`src/rtl/core/swrd_pkg.sv`:
```
// Shared types, constants and the elaboration-time log helper of the RMS level meter.
package swrd_pkg;

   // Sample and level field widths
   localparam int SAMPLE_W = 16;
   localparam int LEVEL_W  = 16;

   // Fraction bits of the base-2 logarithm
   localparam int FRAC_BITS = 16;
   localparam int CNT_W     = $clog2(FRAC_BITS);

   // log2 of full-scale energy (2^30 per sample)
   localparam int FULL_SCALE_LOG2 = 30;

   // 256 * 10 * log10(2) in Q.16
   localparam int K_W = 26;
   localparam logic [K_W-1:0] DB_PER_LOG2_Q16 = 26'd50504453;

   // Level floor of -100 dB in 1/256 dB
   localparam int FLOOR_MAG = 25600;
   localparam logic signed [LEVEL_W-1:0] FLOOR_DB_Q8 = -16'sd25600;

   // Controller states
   typedef enum logic [2:0] {
      ST_IDLE,
      ST_SQUARE,
      ST_ACCUM,
      ST_NORM,
      ST_LOG,
      ST_SCALE,
      ST_ROUND,
      ST_OUT
   } swrd_state_type;

   // Commands from the controller to the datapath
   typedef struct packed {
      logic take;
      logic square;
      logic accum;
      logic norm_step;
      logic mant_load;
      logic log_step;
      logic scale;
      logic round;
      logic zero_level;
      logic publish;
   } swrd_cmd_type;

   // Status from the datapath to the controller
   typedef struct packed {
      logic sum_zero;
      logic norm_done;
      logic log_last;
      logic out_free;
   } swrd_stat_type;

   // Q.16 base-2 logarithm of a constant, truncated exactly as the datapath does it
   function automatic logic [31:0] log2_q16_const(input longint unsigned v);
      longint unsigned m;
      int unsigned     n;
      logic [31:0]     frac;
      n    = 0;
      frac = '0;
      for (int b = 0; b < 63; b++) begin
         if ((v >> (b + 1)) != 0) begin
            n = b + 1;
         end
      end
      if (n > 31) begin
         m = v >> (n - 31);
      end else begin
         m = v << (31 - n);
      end
      for (int i = 0; i < FRAC_BITS; i++) begin
         m    = (m * m) >> 31;
         frac = frac << 1;
         if (m >= (64'd1 << 32)) begin
            frac = frac | 32'd1;
            m    = m >> 1;
         end
      end
      return ({16'(n), 16'd0}) | frac;
   endfunction

endpackage

```
`src/rtl/core/swrd_ctrl.sv`:
```
// Sequencing controller of the RMS level meter.
module swrd_ctrl import swrd_pkg::*; (
   input  logic          clock,
   input  logic          reset,
   input  logic          req_valid,
   output logic          req_ready,
   input  swrd_stat_type stat,
   output swrd_cmd_type  cmd
);

   swrd_state_type state_ff, state_in;

   // State register
   always_ff @(posedge clock) begin
      if (reset) begin
         state_ff <= ST_IDLE;
      end else begin
         state_ff <= state_in;
      end
   end

   // Next state
   always_comb begin
      state_in = state_ff;
      case (state_ff)
         ST_IDLE: begin
            if (req_valid) begin
               state_in = ST_SQUARE;
            end
         end
         ST_SQUARE: state_in = ST_ACCUM;
         ST_ACCUM:  state_in = ST_NORM;
         ST_NORM: begin
            if (stat.sum_zero) begin
               state_in = ST_OUT;
            end else if (stat.norm_done) begin
               state_in = ST_LOG;
            end
         end
         ST_LOG: begin
            if (stat.log_last) begin
               state_in = ST_SCALE;
            end
         end
         ST_SCALE: state_in = ST_ROUND;
         ST_ROUND: state_in = ST_OUT;
         ST_OUT: begin
            if (stat.out_free) begin
               state_in = ST_IDLE;
            end
         end
         default: state_in = ST_IDLE;
      endcase
   end

   // Outputs
   always_comb begin
      cmd       = '0;
      req_ready = 1'b0;
      case (state_ff)
         ST_IDLE: begin
            req_ready = 1'b1;
            cmd.take  = req_valid;
         end
         ST_SQUARE: cmd.square = 1'b1;
         ST_ACCUM:  cmd.accum  = 1'b1;
         ST_NORM: begin
            if (stat.sum_zero) begin
               cmd.zero_level = 1'b1;
            end else if (stat.norm_done) begin
               cmd.mant_load = 1'b1;
            end else begin
               cmd.norm_step = 1'b1;
            end
         end
         ST_LOG:   cmd.log_step = 1'b1;
         ST_SCALE: cmd.scale    = 1'b1;
         ST_ROUND: cmd.round    = 1'b1;
         ST_OUT:   cmd.publish  = stat.out_free;
         default: begin
            cmd       = '0;
            req_ready = 1'b0;
         end
      endcase
   end

   // At most one datapath command is issued per cycle.
   assert property (@(posedge clock) disable iff (reset) $onehot0(cmd))
      else $error("more than one datapath command at once");

   // A transfer in is followed by the squaring step.
   assert property (@(posedge clock) disable iff (reset) cmd.take |=> cmd.square)
      else $error("accepted sample not squared in the next cycle");

   // The logarithm leaves only through scaling.
   assert property (@(posedge clock) disable iff (reset)
      (cmd.log_step && stat.log_last) |=> cmd.scale)
      else $error("last log step not followed by scaling");

endmodule

```
`config.mk`:
```
export PLATFORM = sky130hd
export DESIGN_NAME = swrd_ctrl
export DESIGN_NICKNAME = d
export VERILOG_FILES = /design/src/rtl/core/swrd_pkg.sv /design/src/rtl/core/swrd_ctrl.sv
export SDC_FILE = /design/constraint.sdc
export NUM_CORES = 1
export LEC_CHECK = 0
export BUFFER_PORTS_ARGS = -buffer_cell sky130_fd_sc_hd__buf_2
export CORE_AREA = 2 2 39 41
export DETAILED_ROUTE_END_ITERATION = 16
export DIE_AREA = 0 0 41 43
export MAX_ROUTING_LAYER = met4
export SYNTH_ARGS = -nofsm -noshare
export SYNTH_HDL_FRONTEND = slang
export SYNTH_SLANG_ARGS = --single-unit
export TNS_END_PERCENT = 10
```
`constraint.sdc`:
```
create_clock -name clock -period 2.1 [get_ports clock]
set_input_delay 0.42 -clock clock [delete_from_list [all_inputs] [get_ports clock]]
set_output_delay 0.42 -clock clock [all_outputs]
set_load 0.01 [all_outputs]
```
# == Word level (Yosys, flattened, before mapping) ==
# Index checks and enable logic that the tools add are counted.
# word_totals
register_bits,3
input_bits,7
output_inout_bits,11
word_cells,34
# op_classes
eq_ne,11
muxes,20
reduce_logical,2
# ops
cell,count
$pmux W3 S8,1
$mux W3,5
$eq A3 B3 Y1 const B,4
$mux W1,12
$eq A3 B2 Y1 const B,2
$ne A2 B2 Y1 const B,3
$mux W2,2
$reduce_and A4 Y1,1
$eq A3 B1 Y1 const B,1
$logic_not A3 Y1,1
$ne A3 B3 Y1 const B,1

# == Logic depth before layout (Yosys ltp) ==
# Gate-level depths: netlist of the first run.
# depth
depth_word,3
ltp_mapped,4

# == Worst setup path before layout of the first run ==
# No wires, ideal clock.
# synth_path
path_kind,reg2out
from,register state_ff[1]
to,output port cmd[6] (netlist name)
arrival_time_ns,0.932
setup_slack_ns,0.748
stages_incl_launch_ff,4
cell_sequence,dfxtp_1 > buf_2 > nand2_2 > nor4_1
# synth_rtl
element,line,source
from (decl),swrd_ctrl.sv:11,"swrd_state_type state_ff, state_in;"
from (signal assigned),swrd_ctrl.sv:18,state_ff <= state_in;
to (decl),swrd_ctrl.sv:8,output swrd_cmd_type cmd

==> results of run 1 <==
==> cells in the final DEF (no fill, tap or decap), types with 2 or more instances in the layout <==
cell | Yosys | routed
sky130_fd_sc_hd__buf_2 | 1 | 17
sky130_fd_sc_hd__clkbuf_4 | 0 | 3
sky130_fd_sc_hd__dfxtp_1 | 3 | 3
sky130_fd_sc_hd__nand2_1 | 3 | 3
sky130_fd_sc_hd__nand3_1 | 2 | 2
sky130_fd_sc_hd__nor2_1 | 3 | 3
sky130_fd_sc_hd__nor3_1 | 2 | 2
sky130_fd_sc_hd__nor3b_1 | 4 | 4
==> kinds of logic after synthesis <==
family	count (synthesis)
multiplexers	1
AO/OA/AOI/OAI	5
AND/OR/NAND/NOR	19
buffers and inverters	4
flip-flops	3
==> metal layers <==
metal	wire (microns)	track usage (%)	part of all wire (%)
met1	282	12.82	47
met2	265	9.063	44
met3	48	1.571	8.1
met4	0	8.000	0
met5	0	-	0
==> per-stage QoR <==
stage / instances / instance area (sq um) / worst slack [ns]
6_report: 66 / 355.3 / 0.3546
3_3_place_gp: 62 / 329.1 / 0.6089
2_1_floorplan: 32 / 247.7 / 0.7481
5_1_grt: 66 / 355.3 / 0.2307
4_1_cts: 66 / 355.3 / 0.3226
3_5_place_dp: 62 / 329.1 / 0.5721
==> path summary, 6_finish.rpt <==
| path | from | to | slack [ns] |
|---|---|---|---|
| worst max-delay path | state_ff[0]$_SDFFE_PP0P_ | cmd[5] | 0.35 |
| worst max register to register | state_ff[0]$_SDFFE_PP0P_ | state_ff[0]$_SDFFE_PP0P_ | 0.90 |
| worst min register to register | state_ff[2]$_SDFFE_PP0P_ | state_ff[2]$_SDFFE_PP0P_ | 0.63 |
| worst min-delay path | reset | state_ff[2]$_SDFFE_PP0P_ | 0.39 |
==> critical path, cell delays in order, from the launching register on <==
cell and delay (ns):
sky130_fd_sc_hd__dfxtp_1 0.55, sky130_fd_sc_hd__nand2_2 0.12, sky130_fd_sc_hd__nor4b_2 0.25, sky130_fd_sc_hd__buf_2 0.16
==> power by group through the flow <==
stage	Sequential, W	Combinational [W]	Clock (W)
2_1_floorplan	0.0000678	0.0000475	0
3_3_place_gp	0.0000816	0.0000530	0
3_5_place_dp	0.0000821	0.0000524	0
4_1_cts	0.0000810	0.0000526	0.000107
5_1_grt	0.0000841	0.0000592	0.000114
6_report	0.0000809	0.0000519	0.000102
==> final cells by class <==
cell class / count / share of cell area (%)
clock buffer: 4 / 7.394
tap: 16 / 5.634
timing repair buffer: 17 / 23.94
multi-input combinational: 25 / 45.07
sequential: 3 / 16.90
inverter: 1 / 1.056
==> results.md, run 1 <==
| Item | Value | Unit |
| --- | --- | --- |
| Count of final setup violators | 0 | - |
| Cell with the most instances after synthesis | sky130_fd_sc_hd__nor3b_1 | - |
| Cell accounting for the most synthesized area | sky130_fd_sc_hd__dfxtp_1 | - |
| Overall die width | 41 | microns |
| Area share of fa/ha/maj cells after synthesis | 0 | % |
| Share of post-route cells with drive strength above 1 | 44.00 | % |
| Footprint of the flip-flops and latches | 60.06 | sq um |
| Arrival time at the worst endpoint | 1.33 | ns |
| Net switching fraction of the power | 31.31 | % |
| Compound-Gate Fraction of Synth Area | 15.15 | % |
| Pin count of the biggest net entering global routing | 14 | - |
| Final hold slack | 0.3938 | ns |
| Peak supply drop | 0.1479 | mV |
| Number of enable flip-flop cells after synthesis | 0 | - |
| Part of the power in the clock network | 43.3 | % |
| Worst Setup Path Type | reg -> out | - |
| Vias per inst | 4.303 | - |
| Via count of the first global-routing pass | 227 | - |
| Fin. Hold Viols | 0 | - |
| Sequential Power Share | 34.5 | % |
| Final net count | 58 | - |
| Type of element launching the critical path | flip-flop | - |
| Total power after layout | 0.0002344 | W |
| Initial antenna violation count | 0 | - |
| Core Box Area | 0.001384 | sq mm |
| RD Place Congestion | 0.7528 | - |
| Routed wire length per instance | 9.030 | microns |
| Die outline height | 43 | microns |
| Net switching power | 0.00007338 | W |
| Result of the run | finished clean | - |
| Drt first pass iters | 2 | - |
| Layout overhead on the synthesized area | 43.43 | % |
| Post-synthesis mux area share | 4.040 | % |
| Count of max-cap constraint violations | 0 | - |
| Number of gates given a new drive strength after cts | 0 | - |
| Prevailing post-synth register cell | sky130_fd_sc_hd__dfxtp_1 | - |
| Number of filler instances in the final layout | 163 | - |
| Cell types occupying the most area after synthesis | sky130_fd_sc_hd__dfxtp_1 (24%), sky130_fd_sc_hd__nor3b_1 (12%), sky130_fd_sc_hd__nor4b_2 (6.1%), sky130_fd_sc_hd__buf_6 (4.5%), sky130_fd_sc_hd__nand2_1 (4.5%) | - |
| Worst-Skew Late Latency | 0.23 | ns |
| Sum of negative setup slack | 0 | ns |
| Relative contribution of combinational cells to total power | 22.1 | % |
| Area of the multi-input gates | 160.2 | sq um |
| Endpoint class of the critical path | output pin | - |
| Post-detailed-routing wire length | 596 | microns |
| Number of max-slew violations in the final report | 0 | - |
| Fraction of synthesized cell area taken by the top area cell type | 24.24 | % |
| Largest registers ranked by flip-flop count | state_ff x3 | - |
| Detailed placer's ending HPWL | 448.5 | microns |
| Largest driver fanout on the critical path | 13 | - |
| Sequential element share of the synthesized area | 24.24 | % |
| Post-Route Skew | 0.003097 | ns |
| Post-synthesis instance area | 247.7 | sq um |
| Xor/xnor share of the synthesized area | 0 | % |
| Residual antenna-violating net count after detailed routing | 0 | - |
| Number of warnings issued by yosys | 0 | - |
| Starting Density | 17.90 | % |
| Number of top-level pins | 18 | - |
| Number of setup buffers added after CTS | 0 | - |
| Cells on worst reg2reg path | 3 | - |
| Unrepaired setup endpoints after global routing | false | - |
| Number of levels the H-tree was split into | 1 | - |
| Fraction of the core area covered by cells at the end of the flow | 25.68 | % |
| Gate count of the mapped netlist | 32 | - |
| Total die area | 0.001763 | sq mm |
| Required time reported for the critical path endpoint | 1.68 | ns |
| Buffer type at the clock tree root | sky130_fd_sc_hd__clkbuf_4 | - |
| Commonest cells post-synth | sky130_fd_sc_hd__nor3b_1 (4), sky130_fd_sc_hd__dfxtp_1 (3), sky130_fd_sc_hd__nand2_1 (3), sky130_fd_sc_hd__nor2_1 (3) | - |
| Synthesized-area fraction occupied by and/or/nand/nor cells | 45.45 | % |
| CTS max path bufs | 2 | - |
| CTS Buf Count | 3 | - |
| Combinational family with the most area after synthesis | simple AND/OR/NAND/NOR gates | - |
| Antenna fix cells | 0 | - |
| Ratio of total power to cell area | 659.6 | mW/mm^2 |
| Max FFs per register | 3 | - |
| Total number of vias | 284 | - |
| CTS tree | yes | - |
| Remaining global-route overflow | 0 | - |
| Leakage component of the power | 0.1534 | nW |
| Share of the clock period used by the worst path after layout | 83.11 | % |
| Count of hold-fix buffers inserted at cts | 0 | - |
| Number of cells traversed by the worst hold path | 2 | - |
| Syn avg cell area | 7.742 | sq um |
| Slew at the pin closest to its max-slew limit | 0.4156 | ns |
| Global router's overall resource usage | 8.633 | % |
| Biggest register | state_ff | - |
| DR iter-0 viols | 8 | - |
| Global-route wire length before repair | 1000 | microns |
| Number of sinks driven by the clock tree | 3 | - |
| F_max | 0.5729 | GHz |
| Flops & latches, synth | 3 | - |
| Number of distinct library cell variants in the gate-level netlist after synthesis | 21 | - |
| Async set-reset flop share out of synthesis | 0 | % |
| Total DRC errors in the routed layout | 0 | - |
| Number of buffers added on ports | 17 | - |
| Internal power component | 0.0001610 | W |
| Relative slew margins | 72.25 | % |
| Cell Rows | 14 | - |
| Syn_nets | 39 | - |
| Hold Path Class | in -> reg | - |
| Clock-pin slew on the worst setup and hold paths | 0.04 | ns |
| Time the final worst path needs with I/O delays and setup | 1.745 | ns |
No activity file was read; power rests on OpenSTA's default activity.
==> inputs of run 2 (changes only) <==
Clock period 2.1 ns to 1.8 ns, I/O delays scaled along.
==> run 2 against run 1 <==
Non-clock buffer count unchanged. Clock-buffer cell count unchanged. Design area up 0.35%. Highest routed layer unchanged. First-iteration DRC count unchanged. Largest power group unchanged. Via count unchanged. Critical endpoint unchanged.
==> results.md, run 2 (synthesized netlist as in run 1, its figures left out) <==
| Item | Value | Unit |
| --- | --- | --- |
| Number of cells traversed by the worst hold path | 2 | - |
| Sink of the worst hold path | state_ff[2]$_SDFFE_PP0P_ | - |
| Final hold slack | 0.3338 | ns |
| CTS max path bufs | 2 | - |
| Count of max-cap constraint violations | 0 | - |
| Result of the run | finished clean | - |
| CTS Buf Count | 3 | - |
| Largest registers ranked by flip-flop count | state_ff x3 | - |
| Slew at the pin closest to its max-slew limit | 0.4156 | ns |
| Arrival time at the worst endpoint | 1.30 | ns |
| Ratio of total power to cell area | 768.8 | mW/mm^2 |
| Global router's overall resource usage | 8.633 | % |
| Critical hold path startpoint | reset | - |
| Footprint of the flip-flops and latches | 61.31 | sq um |
| Number of top-level pins | 18 | - |
| Routed wire length per instance | 9.030 | microns |
| Type of element launching the critical path | flip-flop | - |
| Antenna fix cells | 0 | - |
| Share of the clock period used by the worst path after layout | 92.02 | % |
| F_max | 0.6037 | GHz |
| Post-detailed-routing wire length | 596 | microns |
| RD Place Congestion | 0.7526 | - |
| Clock-pin slew on the worst setup and hold paths | 0.04 | ns |
| Required time reported for the critical path endpoint | 1.44 | ns |
| Total number of vias | 284 | - |
| Number of buffers added on ports | 17 | - |
| Worst Setup Path Type | reg -> out | - |
| Fin. Hold Viols | 0 | - |
| Biggest register | state_ff | - |
| Number of levels the H-tree was split into | 1 | - |
| Number of sinks driven by the clock tree | 3 | - |
| Area of the multi-input gates | 160.2 | sq um |
| Most common library cell in the layout ignoring fill and taps | sky130_fd_sc_hd__buf_2 | - |
| Total die area | 0.001763 | sq mm |
| Relative slew margins | 72.25 | % |
| Cell Rows | 14 | - |
| Vias per inst | 4.303 | - |
| Critical register-to-register path endpoint | state_ff[0]$_SDFFE_PP0P_ | - |
| Detailed placer's ending HPWL | 448.5 | microns |
| Residual antenna-violating net count after detailed routing | 0 | - |
| Slack of the worst reg-to-reg path | 0.73 | ns |
| Number of filler instances in the final layout | 162 | - |
| Peak supply drop | 0.1725 | mV |
| Post-Route Skew | 0.003097 | ns |
| Highest-count cells in the layout ignoring fill and taps | sky130_fd_sc_hd__buf_2 (17), sky130_fd_sc_hd__nor3b_1 (4), sky130_fd_sc_hd__nand2_1 (3), sky130_fd_sc_hd__nor2_1 (3), sky130_fd_sc_hd__clkbuf_4 (3) | - |
| Final net count | 58 | - |
| CTS tree | yes | - |
| Total DRC errors in the routed layout | 0 | - |
| Max FFs per register | 3 | - |
| Beginning of the worst register-to-register path | state_ff[0]$_SDFFE_PP0P_ | - |
| Cells on worst reg2reg path | 3 | - |
| Sum of negative setup slack | 0 | ns |
| Endpoint class of the critical path | output pin | - |
| Share of post-route cells with drive strength above 1 | 46.00 | % |
| Initial antenna violation count | 0 | - |
| Hold Path Class | in -> reg | - |
| Number of max-slew violations in the final report | 0 | - |
| Count of final setup violators | 0 | - |
| Pin count of the biggest net entering global routing | 14 | - |
| Buffer type at the clock tree root | sky130_fd_sc_hd__clkbuf_4 | - |
| Fraction of the core area covered by cells at the end of the flow | 25.77 | % |
| Starting Density | 17.90 | % |
| Overall die width | 41 | microns |
| Remaining global-route overflow | 0 | - |
| Largest driver fanout on the critical path | 12 | - |
| Unrepaired setup endpoints after global routing | false | - |
| Via count of the first global-routing pass | 227 | - |
| DR iter-0 viols | 8 | - |
| Time the final worst path needs with I/O delays and setup | 1.656 | ns |
| Global-route wire length before repair | 1000 | microns |
| Drt first pass iters | 2 | - |
| Core Box Area | 0.001384 | sq mm |
| Leakage component of the power | 0.1536 | nW |
| Worst-Skew Late Latency | 0.23 | ns |
| Number of setup buffers added after CTS | 0 | - |
| Layout overhead on the synthesized area | 43.94 | % |
| Die outline height | 43 | microns |
[run 2: changes by cell type in the layout (fill, tap and decap cells not counted)]
| cell | delta |
|---|---|
| sky130_fd_sc_hd__dfxtp_2 | +1 |
| sky130_fd_sc_hd__dfxtp_1 | -1 |
[run 2: worst max path at each step]
stage | start | endpoint | slack (ns) | cells past startpoint
global route | state_ff[2]$_SDFFE_PP0P_ | cmd[4] | 0.01 | 3
CTS | state_ff[0]$_SDFFE_PP0P_ | cmd[5] | 0.08 | 3
floorplan | state_ff[1]$_SDFFE_PP0P_ | cmd[6] | 0.51 | 3
global placement | state_ff[0]$_SDFFE_PP0P_ | cmd[5] | 0.37 | 3
detailed placement | state_ff[0]$_SDFFE_PP0P_ | cmd[5] | 0.33 | 3
finish | state_ff[1]$_SDFFE_PP0P_ | cmd[5] | 0.14 | 3
[run 2: critical path: stages, from the launching register on]
cell,delay (ns)
sky130_fd_sc_hd__dfxtp_1,0.53
sky130_fd_sc_hd__nand2_2,0.12
sky130_fd_sc_hd__nor4b_2,0.25
sky130_fd_sc_hd__buf_2,0.16
[run 2: report_power, final]
part | internal [W] | total, W | switching, W
registers | 0.0000744 | 0.0000951 | 0.0000208
clock network | 0.0000831 | 0.000119 | 0.0000354
logic | 0.0000311 | 0.0000605 | 0.0000294
total | 0.000189 | 0.000274 | 0.0000856
[run 2: timing repair]
action                     4_1_cts  5_1_grt
setup endpoints to repair        0        1
gates resized for setup          0        1
hold endpoints to repair         0        0
hold buffers                     0        0
[run 2: metrics by stage]
stage	setup slack, ns	area (sq um)	instances	power (W)
2_1_floorplan	0.5081	247.7	32	0.0001344
3_3_place_gp	0.3691	329.1	62	0.0001571
3_5_place_dp	0.3321	329.1	62	0.0001569
4_1_cts	0.08265	355.3	66	0.0002811
5_1_grt	0.01319	356.6	66	0.0003006
6_report	0.1436	356.6	66	0.0002742
[run 2: final cells by class]
cell class | instances | share of cell area (%)
Multi-Input combinational cell | 25 | 44.91
Timing Repair Buffer | 17 | 23.86
Sequential cell | 3 | 17.19
Clock buffer | 4 | 7.368
Tap cell | 16 | 5.614
Inverter | 1 | 1.053
[run 2: layer usage]
metal / global-route usage (%) / routed length (microns)
met5: - / 0
met4: 8.000 / 0
met3: 1.571 / 48
met2: 9.063 / 265
met1: 12.82 / 282
